===== src/rtl/ealu_pkg.sv =====
`timescale 1ns / 1ps
// ----------------------------------------------------------------------------
// ealu_pkg
// Shared types and constants of the eight-bit ALU with status flags.
// ----------------------------------------------------------------------------
package ealu_pkg;

	localparam int unsigned DataW = 8;
	localparam int unsigned CmdW  = 5;

	typedef enum logic [CmdW-1:0] {
		CMD_ADD  = 5'd0,
		CMD_ADDC = 5'd1,
		CMD_SUBB = 5'd2,
		CMD_INC  = 5'd3,
		CMD_DEC  = 5'd4,
		CMD_OR   = 5'd5,
		CMD_AND  = 5'd6,
		CMD_XOR  = 5'd7,
		CMD_RR   = 5'd8,
		CMD_RRC  = 5'd9,
		CMD_RL   = 5'd10,
		CMD_RLC  = 5'd11,
		CMD_SWAP = 5'd12,
		CMD_DA   = 5'd13,
		CMD_MUL  = 5'd14,
		CMD_DIV  = 5'd15,
		CMD_CPL  = 5'd16,
		CMD_CLR  = 5'd17,
		CMD_CMP  = 5'd18,
		CMD_MOV  = 5'd19
	} cmd_t;

	// decimal adjust
	localparam logic [3:0]       BcdDigitMax = 4'd9;
	localparam logic [DataW-1:0] DaLoAdj     = 8'h06;
	localparam logic [DataW-1:0] DaHiAdj     = 8'h60;

	// result of one operation, before parity
	typedef struct packed {
		logic [DataW-1:0] acc;
		logic [DataW-1:0] b;
		logic             c;
		logic             ac;
		logic             ov;
	} res_t;

	// restoring divider state: partial remainder and quotient/dividend shift
	typedef struct packed {
		logic [DataW-1:0] rem;
		logic [DataW-1:0] quo;
	} div_t;

endpackage


===== src/rtl/ealu_req_if.sv =====
`timescale 1ns / 1ps
// ----------------------------------------------------------------------------
// ealu_req_if
// Request channel: operation and operands, valid/ready handshake.
// ----------------------------------------------------------------------------
interface ealu_req_if;
	logic       valid;
	logic       ready;
	logic [4:0] command;
	logic [7:0] acc_in;
	logic [7:0] operand;
	logic [7:0] b_in;
	logic       carry_in;
	logic       aux_in;
	logic       ovf_in;

	modport source (
		output valid, command, acc_in, operand, b_in, carry_in, aux_in, ovf_in,
		input  ready
	);
	modport sink (
		input  valid, command, acc_in, operand, b_in, carry_in, aux_in, ovf_in,
		output ready
	);
endinterface


===== src/rtl/ealu_rsp_if.sv =====
`timescale 1ns / 1ps
// ----------------------------------------------------------------------------
// ealu_rsp_if
// Response channel: new accumulator, B and flags, valid/ready handshake.
// ----------------------------------------------------------------------------
interface ealu_rsp_if;
	logic       valid;
	logic       ready;
	logic [7:0] acc_out;
	logic [7:0] b_out;
	logic       carry_out;
	logic       aux_out;
	logic       ovf_out;
	logic       parity_out;

	modport source (
		output valid, acc_out, b_out, carry_out, aux_out, ovf_out, parity_out,
		input  ready
	);
	modport sink (
		input  valid, acc_out, b_out, carry_out, aux_out, ovf_out, parity_out,
		output ready
	);
endinterface


===== src/rtl/ealu_div4.sv =====
`timescale 1ns / 1ps
// ----------------------------------------------------------------------------
// ealu_div4
// Four steps of unsigned restoring division, one quotient bit per step.
// ----------------------------------------------------------------------------
module ealu_div4
	import ealu_pkg::*;
(
	input  logic [DataW-1:0] divisor,
	input  div_t             d_in,
	output div_t             d_out
);

	always_comb begin
		logic [DataW:0]   trial;
		logic [DataW-1:0] rem;
		logic [DataW-1:0] quo;
		rem = d_in.rem;
		quo = d_in.quo;
		for (int i = 0; i < 4; i++) begin
			trial = {rem, quo[DataW-1]};
			if (trial >= {1'b0, divisor}) begin
				trial = trial - {1'b0, divisor};
				quo   = {quo[DataW-2:0], 1'b1};
			end else begin
				quo   = {quo[DataW-2:0], 1'b0};
			end
			// remainder stays below divisor, top bit is zero here
			rem = trial[DataW-1:0];
		end
		d_out.rem = rem;
		d_out.quo = quo;
	end

endmodule


===== src/rtl/eight_bit_alu_with_psw_flags_top.sv =====
`timescale 1ns / 1ps
// ----------------------------------------------------------------------------
// eight_bit_alu_with_psw_flags_top
// Three-stage pipelined 8-bit ALU with carry, aux-carry, overflow and parity.
//
//   channel  dir  beat contents
//   req      in   command, acc_in, operand, b_in, carry_in, aux_in, ovf_in
//   rsp      out  acc_out, b_out, carry_out, aux_out, ovf_out, parity_out
//
// One beat can enter every cycle while no stage is blocked. Stage 1 runs the
// ALU ops, the multiplier and the upper four divide steps, stage 2 the lower
// four divide steps, stage 3 parity. arst_n clears the stage valid bits only.
// Each stage holds while the stage after it is full and blocked; empty stages
// keep filling, so req.ready stays high while a finished result waits on rsp
// as long as any bubble is left.
// ----------------------------------------------------------------------------
module eight_bit_alu_with_psw_flags_top
	import ealu_pkg::*;
(
	input  logic      clk,
	input  logic      arst_n,
	ealu_req_if.sink  req,
	ealu_rsp_if.source rsp
);

	// ---------------------------------------------------------------- flow
	logic v_s1, v_s2, v_s3;
	logic ready_s1, ready_s2, ready_s3;

	// a stage may load when it is empty or its content moves on
	assign ready_s3  = !v_s3 || rsp.ready;
	assign ready_s2  = !v_s2 || ready_s3;
	assign ready_s1  = !v_s1 || ready_s2;
	assign req.ready = ready_s1;

	// ------------------------------------------------------- stage 1 logic
	cmd_t             cmd;
	res_t             alu_res;
	div_t             div_hi;
	logic [2*DataW-1:0] prod;

	assign cmd  = cmd_t'(req.command);
	assign prod = req.acc_in * req.b_in;

	always_comb begin
		logic [DataW:0]   sum;
		logic [DataW:0]   rhs;
		logic [4:0]       nib;
		logic             cin;
		logic [DataW-1:0] a;
		logic [DataW-1:0] v;
		a   = req.acc_in;
		v   = req.operand;
		sum = '0;
		rhs = '0;
		nib = '0;
		cin = 1'b0;
		alu_res.acc = a;
		alu_res.b   = req.b_in;
		alu_res.c   = req.carry_in;
		alu_res.ac  = req.aux_in;
		alu_res.ov  = req.ovf_in;
		case (cmd)
			CMD_ADD, CMD_ADDC: begin
				cin = (cmd == CMD_ADDC) ? req.carry_in : 1'b0;
				sum = {1'b0, a} + {1'b0, v} + {{DataW{1'b0}}, cin};
				nib = {1'b0, a[3:0]} + {1'b0, v[3:0]} + {4'd0, cin};
				alu_res.acc = sum[DataW-1:0];
				alu_res.c   = sum[DataW];
				alu_res.ac  = nib[4];
				alu_res.ov  = ~(a[7] ^ v[7]) & (a[7] ^ sum[7]);
			end
			CMD_SUBB: begin
				rhs = {1'b0, v} + {{DataW{1'b0}}, req.carry_in};
				sum = {1'b0, a} - rhs;
				nib = {1'b0, v[3:0]} + {4'd0, req.carry_in};
				alu_res.acc = sum[DataW-1:0];
				alu_res.c   = ({1'b0, a} < rhs);
				alu_res.ac  = ({1'b0, a[3:0]} < nib);
				alu_res.ov  = (a[7] ^ v[7]) & (a[7] ^ sum[7]);
			end
			CMD_INC:  alu_res.acc = a + 8'd1;
			CMD_DEC:  alu_res.acc = a - 8'd1;
			CMD_OR:   alu_res.acc = a | v;
			CMD_AND:  alu_res.acc = a & v;
			CMD_XOR:  alu_res.acc = a ^ v;
			CMD_RR:   alu_res.acc = {a[0], a[7:1]};
			CMD_RRC: begin
				alu_res.acc = {req.carry_in, a[7:1]};
				alu_res.c   = a[0];
			end
			CMD_RL:   alu_res.acc = {a[6:0], a[7]};
			CMD_RLC: begin
				alu_res.acc = {a[6:0], req.carry_in};
				alu_res.c   = a[7];
			end
			CMD_SWAP: alu_res.acc = {a[3:0], a[7:4]};
			CMD_DA: begin
				// carry can only be set here, never cleared
				sum = {1'b0, a};
				if (a[3:0] > BcdDigitMax || req.aux_in) begin
					sum = sum + {1'b0, DaLoAdj};
					if (sum[DataW]) begin
						alu_res.c = 1'b1;
					end
					sum[DataW] = 1'b0;
				end
				if (sum[7:4] > BcdDigitMax || alu_res.c) begin
					sum = {1'b0, sum[DataW-1:0] + DaHiAdj};
					alu_res.c = 1'b1;
				end
				alu_res.acc = sum[DataW-1:0];
			end
			CMD_MUL: begin
				alu_res.acc = prod[DataW-1:0];
				alu_res.b   = prod[2*DataW-1:DataW];
				alu_res.c   = 1'b0;
				alu_res.ov  = |prod[2*DataW-1:DataW];
			end
			CMD_DIV: begin
				// finished in stage 2
				alu_res.c = 1'b0;
			end
			CMD_CPL:  alu_res.acc = ~a;
			CMD_CLR:  alu_res.acc = '0;
			CMD_CMP:  alu_res.c   = (a < v);
			CMD_MOV:  alu_res.acc = v;
			default: ;
		endcase
	end

	// upper quotient bits
	ealu_div4 u_div_hi (
		.divisor (req.b_in),
		.d_in    ('{rem: '0, quo: req.acc_in}),
		.d_out   (div_hi)
	);

	// ------------------------------------------------------------ stage 1
	res_t             res_s1;
	div_t             div_s1;
	logic [DataW-1:0] divisor_s1;
	logic             is_div_s1;

	always_ff @(posedge clk or negedge arst_n) begin
		if (!arst_n) begin
			v_s1 <= 1'b0;
		end else if (ready_s1) begin
			v_s1 <= req.valid;
		end
	end

	always_ff @(posedge clk) begin
		if (ready_s1 && req.valid) begin
			res_s1     <= alu_res;
			div_s1     <= div_hi;
			divisor_s1 <= req.b_in;
			is_div_s1  <= (cmd == CMD_DIV);
		end
	end

	// ------------------------------------------------------- stage 2 logic
	div_t div_lo;
	res_t res_fin;

	ealu_div4 u_div_lo (
		.divisor (divisor_s1),
		.d_in    (div_s1),
		.d_out   (div_lo)
	);

	always_comb begin
		res_fin = res_s1;
		if (is_div_s1) begin
			if (divisor_s1 == '0) begin
				// divide by zero: zero quotient and remainder, overflow set
				res_fin.acc = '0;
				res_fin.b   = '0;
				res_fin.ov  = 1'b1;
			end else begin
				res_fin.acc = div_lo.quo;
				res_fin.b   = div_lo.rem;
				res_fin.ov  = 1'b0;
			end
		end
	end

	// ------------------------------------------------------------ stage 2
	res_t res_s2;

	always_ff @(posedge clk or negedge arst_n) begin
		if (!arst_n) begin
			v_s2 <= 1'b0;
		end else if (ready_s2) begin
			v_s2 <= v_s1;
		end
	end

	always_ff @(posedge clk) begin
		if (ready_s2 && v_s1) begin
			res_s2 <= res_fin;
		end
	end

	// ------------------------------------------- stage 3 (output register)
	res_t res_s3;
	logic par_s3;

	always_ff @(posedge clk or negedge arst_n) begin
		if (!arst_n) begin
			v_s3 <= 1'b0;
		end else if (ready_s3) begin
			v_s3 <= v_s2;
		end
	end

	always_ff @(posedge clk) begin
		if (ready_s3 && v_s2) begin
			res_s3 <= res_s2;
			par_s3 <= ^res_s2.acc;
		end
	end

	assign rsp.valid      = v_s3;
	assign rsp.acc_out    = res_s3.acc;
	assign rsp.b_out      = res_s3.b;
	assign rsp.carry_out  = res_s3.c;
	assign rsp.aux_out    = res_s3.ac;
	assign rsp.ovf_out    = res_s3.ov;
	assign rsp.parity_out = par_s3;

	// ---------------------------------------------------------- assertions
`ifndef SYNTHESIS
	// a full stage that cannot move keeps its beat
	a_s2_hold: assert property (@(posedge clk) disable iff (!arst_n)
		v_s2 && !ready_s3 |=> v_s2 && $stable(res_s2))
		else $error("stage 2 lost or changed a stalled beat");

	// divide by zero reaches stage 2 as zero quotient/remainder with overflow
	a_div_zero: assert property (@(posedge clk) disable iff (!arst_n)
		ready_s2 && v_s1 && is_div_s1 && divisor_s1 == '0
		|=> res_s2.ov && res_s2.acc == '0 && res_s2.b == '0 && !res_s2.c)
		else $error("divide by zero result wrong");

	// parity register follows the accumulator it was taken with
	a_parity: assert property (@(posedge clk) disable iff (!arst_n)
		v_s3 |-> par_s3 == ^res_s3.acc)
		else $error("parity out of step with accumulator");

	// a divide by a nonzero divisor leaves the remainder below it, overflow clear
	a_div_rem: assert property (@(posedge clk) disable iff (!arst_n)
		ready_s2 && v_s1 && is_div_s1 && divisor_s1 != '0
		|=> res_s2.b < $past(divisor_s1) && !res_s2.ov)
		else $error("divide remainder not below divisor");
`endif

endmodule


===== src/flat_wrapper.sv =====
// flat-port wrapper written by rule: the top's interface ports become plain ports
module eight_bit_alu_with_psw_flags_top_flat import ealu_pkg::*;
  (clk, arst_n, req_valid, req_command, req_acc_in, req_operand, req_b_in, req_carry_in, req_aux_in, req_ovf_in, req_ready, rsp_valid, rsp_acc_out, rsp_b_out, rsp_carry_out, rsp_aux_out, rsp_ovf_out, rsp_parity_out, rsp_ready);
  ealu_req_if req_i ();
  ealu_rsp_if rsp_i ();
  input  logic clk;
  input  logic arst_n;
  input wire logic [$bits(req_i.valid)-1:0] req_valid;
  input wire logic [$bits(req_i.command)-1:0] req_command;
  input wire logic [$bits(req_i.acc_in)-1:0] req_acc_in;
  input wire logic [$bits(req_i.operand)-1:0] req_operand;
  input wire logic [$bits(req_i.b_in)-1:0] req_b_in;
  input wire logic [$bits(req_i.carry_in)-1:0] req_carry_in;
  input wire logic [$bits(req_i.aux_in)-1:0] req_aux_in;
  input wire logic [$bits(req_i.ovf_in)-1:0] req_ovf_in;
  output wire logic [$bits(req_i.ready)-1:0] req_ready;
  output wire logic [$bits(rsp_i.valid)-1:0] rsp_valid;
  output wire logic [$bits(rsp_i.acc_out)-1:0] rsp_acc_out;
  output wire logic [$bits(rsp_i.b_out)-1:0] rsp_b_out;
  output wire logic [$bits(rsp_i.carry_out)-1:0] rsp_carry_out;
  output wire logic [$bits(rsp_i.aux_out)-1:0] rsp_aux_out;
  output wire logic [$bits(rsp_i.ovf_out)-1:0] rsp_ovf_out;
  output wire logic [$bits(rsp_i.parity_out)-1:0] rsp_parity_out;
  input wire logic [$bits(rsp_i.ready)-1:0] rsp_ready;
  assign req_i.valid = req_valid;
  assign req_i.command = req_command;
  assign req_i.acc_in = req_acc_in;
  assign req_i.operand = req_operand;
  assign req_i.b_in = req_b_in;
  assign req_i.carry_in = req_carry_in;
  assign req_i.aux_in = req_aux_in;
  assign req_i.ovf_in = req_ovf_in;
  assign req_ready = req_i.ready;
  assign rsp_valid = rsp_i.valid;
  assign rsp_acc_out = rsp_i.acc_out;
  assign rsp_b_out = rsp_i.b_out;
  assign rsp_carry_out = rsp_i.carry_out;
  assign rsp_aux_out = rsp_i.aux_out;
  assign rsp_ovf_out = rsp_i.ovf_out;
  assign rsp_parity_out = rsp_i.parity_out;
  assign rsp_i.ready = rsp_ready;
  eight_bit_alu_with_psw_flags_top u_core (.clk(clk), .arst_n(arst_n), .req(req_i), .rsp(rsp_i));
endmodule

===== config.mk =====
export PLATFORM = sky130hd
export DESIGN_NAME = eight_bit_alu_with_psw_flags_top_flat
export DESIGN_NICKNAME = d
export VERILOG_FILES = /design/src/rtl/ealu_pkg.sv /design/src/rtl/ealu_req_if.sv /design/src/rtl/ealu_rsp_if.sv /design/src/rtl/ealu_div4.sv /design/src/rtl/eight_bit_alu_with_psw_flags_top.sv /design/src/flat_wrapper.sv
export SDC_FILE = /design/constraint.sdc
export NUM_CORES = 1
export LEC_CHECK = 0
export BUFFER_PORTS_ARGS = -buffer_cell sky130_fd_sc_hd__buf_4
export CORE_AREA = 2 2 164 166
export CTS_BUF_LIST = sky130_fd_sc_hd__clkbuf_8 sky130_fd_sc_hd__clkbuf_16
export CTS_CLUSTER_SIZE = 24
export DETAILED_ROUTE_END_ITERATION = 6
export DIE_AREA = 0 0 166 168
export GPL_TIMING_DRIVEN = 0
export HOLD_SLACK_MARGIN = 0.03
export PLACE_DENSITY = 0.56
export SKIP_CTS_REPAIR_TIMING = 1
export SLEW_MARGIN = 25
export SYNTH_ARGS = -nofsm -noshare
export SYNTH_HDL_FRONTEND = slang
export SYNTH_SLANG_ARGS = --single-unit

===== constraint.sdc =====
create_clock -name clk -period 11.3 [get_ports clk]
set_input_delay 1.13 -clock clk [delete_from_list [all_inputs] [get_ports clk]]
set_output_delay 1.13 -clock clk [all_outputs]
set_load 0.005 [all_outputs]

# Word-level counts from Yosys, hierarchy flattened
# Index checks and enable logic that the tools add are counted.
[classes] addsub=19 mul=1 order_cmp=13 eq_ne=19 mux=33 n_bitwise=10 reduce_logical=17
[op_table] cell="one-hot mux 8 bit (17 select lines)" n=1
[op_table] cell="two-way mux 8 bit" n=12
[op_table] cell="subtractor 8 bit" n=8
[op_table] cell="greater-or-equal comparator 9 x 8 -> 1 bit" n=7
[op_table] cell="equality test 5 x 4 -> 1 bit, second input constant" n=8
[op_table] cell="two-way mux 16 bit" n=2
[op_table] cell="equality test 5 x 3 -> 1 bit, second input constant" n=4
[op_table] cell="equality test 5 bit, second input constant" n=4
[op_table] cell="multiplier 8 x 8 -> 16 bit" n=1
[op_table] cell="two-way mux 1 bit" n=15
[op_table] cell="equality test 5 x 2 -> 1 bit, second input constant" n=2
[op_table] cell="adder 8 x 1 -> 9 bit" n=1
[op_table] cell="adder 8 x 3 -> 9 bit, second input constant" n=1
[op_table] cell="adder 8 x 8 -> 9 bit" n=1
[op_table] cell="adder 9 x 1 -> 9 bit" n=1
[op_table] cell="< comparator 8 x 9 -> 1 bit" n=1
[op_table] cell="adder 8 x 1 -> 8 bit, second input constant" n=1
[op_table] cell="adder 8 x 7 -> 8 bit, second input constant" n=1
[op_table] cell="bitwise AND 8 bit" n=1
[op_table] cell="greater-or-equal comparator 1 x 8 -> 1 bit" n=1
[op_table] cell="> comparator 4 bit, second input constant" n=2
[op_table] cell="logical NOT 8 bit" n=1
[op_table] cell="< comparator 8 bit" n=1
[op_table] cell="inverter 8 bit" n=1
[op_table] cell="22 further kinds" n=34
[totals] regBits=86 input_bits=36 word_cells=135

# Longest topological paths before layout
[logic_depth] word_depth=10 mapped_depth=40 ltp_nobuf=39

# Modules after synthesis
# From an unflattened synthesis, not the netlist that was laid out.
[unflattened] hier_cells=1241 area_unflattened_um2=11174.5
[modules_own_cells] module="eight_bit_alu_with_psw_flags_top" instances=1 cells_each=810 area_per_inst_um2=7722.4
[modules_own_cells] module="ealu_div4 at u_core.u_div_hi" instances=1 cells_each=217 area_per_inst_um2=1734.2
[modules_own_cells] module="ealu_div4 at u_core.u_div_lo" instances=1 cells_each=214 area_per_inst_um2=1717.9

# Worst setup path before layout
# OpenSTA, ideal clock, no wires.
[synth_path] kind="register to register" startpoint="reg u_core.divisor_s1[1]" endpoint="reg u_core.res_s2[4] (netlist bit), data pin" setup_time_ns=0.261 arrival_time_ns=8.316 required_ns=11.039 setup_slack_ns=2.723 path_stages_with_launch=39 period_less_slack_ns=8.577 cell_sequence="edfxtp_1 -> inv_1 -> ha_1 -> nand2b_1 -> a21oi_1 -> o21ai_0 -> nand2_1 -> clkbuf_1 -> o21ai_0 -> inv_1 -> ha_1 -> nor2b_1 -> o31a_1 -> o31ai_1 -> a21oi_1 -> and2_1 -> nor2_1 -> mux2_2 -> [... 3 more ...] -> nand2_1 -> a21o_1 -> a21oi_1 -> o21ai_0 -> a221oi_4 -> mux2_2 -> inv_1 -> ha_1 -> nor2b_1 -> o21ai_0 -> a21boi_0 -> o21ai_0 -> a21oi_1 -> o22ai_1 -> o311ai_0 -> mux2i_2 -> nor3_1 -> a221o_1"
[synth_lines] element="start, declared" line="eight_bit_alu_with_psw_flags_top.sv:142" rtl="logic [DataW-1:0] divisor_s1;"
[synth_lines] element="start signal, assigned" line="eight_bit_alu_with_psw_flags_top.sv:157" rtl="divisor_s1 <= req.b_in;"
[synth_lines] element="end signal, assigned" line="eight_bit_alu_with_psw_flags_top.sv:201" rtl="res_s2 <= res_fin;"
[synth_lines] element="end, declared" line="eight_bit_alu_with_psw_flags_top.sv:189" rtl="res_t res_s2;"

==> impl_metrics.py <==
metrics = {
    "status": {
        "status": "complete, no violations",
    },
    "floorplanning": {
        "coreArea_sq_um": 26350,
        "io_pins": 58,
        "die_h_um": 168,
        "die-area_sq_um": 27890,
        "initial_utilization": 0.3921,
        "placementRows": 60,
        "die_w_um": 166,
    },
    "worst_setup_path": {
        "regToRegSetupSlack_ns": 0.94,
        "reg2regPathDepth": 38,
        "crit_path_start_kind": "flop",
        "crit_slowest_cell": "mux2i_2",
        "arrival_ns": 10.42,
        "cp_max_fo": 10,
        "end_kind": "flop",
        "worstPathRequired_ns": 11.36,
        "critPathKind": "reg -> reg",
        "critPathMaxStageDelay_ns": 0.64,
    },
    "yosys": {
        "ys_types": 66,
        "synth_cells": 1125,
        "syn_nets": 1348,
        "async_flop_share": 0.03488,
        "syn_avg_cell_area_sq_um": 9.184,
        "yosysWarnings": 0,
        "synth_seq_cells": 86,
        "synth_top_flop_cell": "edfxtp_1",
        "synth-seq-area-share": 0.2485,
        "syn_area_sq_um": 10330,
        "synth-edff-count": 83,
    },
    "worst_hold_path": {
        "hold_path.class": "reg -> reg",
        "min_path_cells": 0,
    },
    "sta": {
        "worst_slack_ns": 0.9392,
        "rsz0062_at_grt": "no",
        "layout_worst_path_cycle_share": 0.9169,
        "post-route-min-period_ns": 10.36,
        "worst_pin_slew_ns": 1.000,
        "fmax_ghz": 0.09652,
        "drv_slew": 0,
        "fin_setup_tns_ns": 0,
        "setup_viol": 0,
        "hold_violations": 0,
        "maxSlewHeadroom": 0.3279,
        "worst_clock_skew_ns": 0.007746,
    },
    "detailed_routing": {
        "post_drt_wl_per_cell_um": 18.70,
        "wirelength_um": 28740,
        "firstDrtPassIters": 6,
        "dr.first_iter.drc_count": 633,
        "routed_via_density": 5.515,
        "drcViolationCount": 0,
        "vias": 8476,
        "postRouteAntennaNets": 0,
    },
    "clock_network": {
        "h-tree-depth": 3,
        "clock_path_buffers": 2,
        "clkTransAtPathRegs_ns": 0.06,
        "clkSinkCount": 86,
        "cts_buffers": 9,
        "clkLatencyLatePin_ns": 0.33,
        "root_buffer": "clkbuf_16",
        "cts_tree": "done",
    },
    "grt": {
        "antenna_found_initial": 0,
        "first_global_vias": 8424,
        "grt_pass1_wl_um": 46410,
        "grt_max_degree": 33,
        "track_usage": 0.2088,
        "grt-ovfl-total": 0,
    },
    "power": {
        "power_density_nw_per_um2": 171.0,
        "leakage_nw": 5.117,
        "max-vdd-ir-drop_v": 0.0001118,
    },
    "layout": {
        "num-nets-final": 1414,
        "area_delta_synth_final_pct": 11.19,
        "final_common_cell": "ha_1",
        "drive_gt1_frac": 0.1037,
        "antenna_cells": 0,
        "fillCellCount": 2572,
        "mostFrequentLayoutCells": "140 x ha_1, 113 x inv_1, 92 x nand2_1, 89 x nor2_1, 83 x edfxtp_1",
    },
    "job": {
        "cap_violations": 0,
    },
    "placement": {
        "hpwl_um": 23170,
        "io_buffers": 54,
        "dpl_worst_slack_ns": 0.6812,
        "gp_congestion": 0.9311,
    },
}
[worst max-delay path, delay by kind of cell, from the launching register on]
family | cells | cell delay [ns]
AO/OA/AOI/OAI | 19 | 4.55
adder cells (fa/ha/maj) | 4 | 1.22
buffers and inverters | 4 | 0.71
flip-flops | 1 | 0.57
multiplexers | 4 | 1.80
AND/OR/NAND/NOR | 7 | 1.21
[per-stage QoR]
step                      cell area [sq um]  cells  power (W)  utilization  hold slack [ns]
after floorplan                       10330   1125   0.001396            -           0.4003
after global placement                11160   1520   0.001679       0.4237           0.4007
after detailed placement              11210   1521   0.001690       0.4253           0.4054
after CTS                             11480   1537   0.001968       0.4357           0.4169
after global routing                  11490   1537   0.002122       0.4360           0.4258
final                                 11490   1537   0.001964       0.4360           0.4145
[synthesized netlist by cell type (all sizes together) (18+ instances only)]
| library cell | number | area share |
|---|---|---|
| xor2 | 21 | 0.018 |
| nand2b | 18 | 0.011 |
| inv | 113 | 0.041 |
| a21oi | 66 | 0.032 |
| xnor2 | 60 | 0.051 |
| fa | 47 | 0.091 |
| nor2 | 91 | 0.033 |
| nor3 | 26 | 0.013 |
| mux2i | 21 | 0.021 |
| clkbuf | 25 | 0.0091 |
| edfxtp | 83 | 0.24 |
| nand3 | 22 | 0.012 |
| a21o | 26 | 0.019 |
| ha | 140 | 0.17 |
| o21ai | 48 | 0.023 |
| mux2 | 29 | 0.032 |
| nand2 | 92 | 0.033 |
[layout make-up]
cell class              instances  area [sq um]  share of cell area
clock inverters                 7         50.05            0.004356
repair buffers                 55         425.4             0.03703
multi-input cells             893          7234              0.6297
inverters                     115         431.7             0.03757
clock buffers                   9         225.2             0.01960
plain buffers                  31         127.6             0.01111
well taps                     341         426.7             0.03714
flip-flops and latches         86          2567              0.2235
[power breakdown]
| part | internal [W] | switching (W) | leakage, nW | total (W) |
|---|---|---|---|---|
| registers | 0.000425 | 0.0000184 | 0.841 | 0.000443 |
| clock network | 0.000150 | 0.000121 | 0.139 | 0.000271 |
| logic | 0.000558 | 0.000693 | 4.14 | 0.00125 |
[sequential cells by signal, summed over array words and instances, names as in the netlist, 2 cells and up]
signal	cells
u_core.div_s1	16
u_core.divisor_s1	8
u_core.res_fin	2
u_core.res_s1	17
u_core.res_s2	19
u_core.rsp.acc_out	8
u_core.rsp.b_out	8
[worst paths after layout]
path                                           startpoint                            to
min in group asynchronous                          arst_n  u_core.rsp.valid$_DFFE_PN0P_
setup reg to reg           u_core.divisor_s1[1]$_DFFE_PP_    u_core.res_s2[8]$_DFFE_PP_
max in group asynchronous                          arst_n       u_core.v_s1$_DFFE_PN0N_
setup / recovery           u_core.divisor_s1[1]$_DFFE_PP_    u_core.res_s2[8]$_DFFE_PP_
hold / removal                u_core.res_fin[1]$_DFFE_PP_    u_core.res_s2[1]$_DFFE_PP_
hold reg to reg               u_core.res_fin[1]$_DFFE_PP_    u_core.res_s2[1]$_DFFE_PP_
[per-layer routing]
metal,up-vias,track usage,part of all wire
li1,4140,-,-
met1,4021,0.2876,0.46
met2,275,0.3536,0.47
met3,40,0.01881,0.052
met4,0,0.05558,0.018
met5,-,0,0
[logic make-up after synthesis]
kind of cell,share of synthesized area
adders and majority gates,0.2606
xor gates and xnor gates,0.06866
and+or+nand+nor,0.1480
buffers and inverters,0.05413
DFF,0.2485
AOI/OAI and AO/OA,0.1675
muxes,0.05268
(Power assumes the default switching activity.)
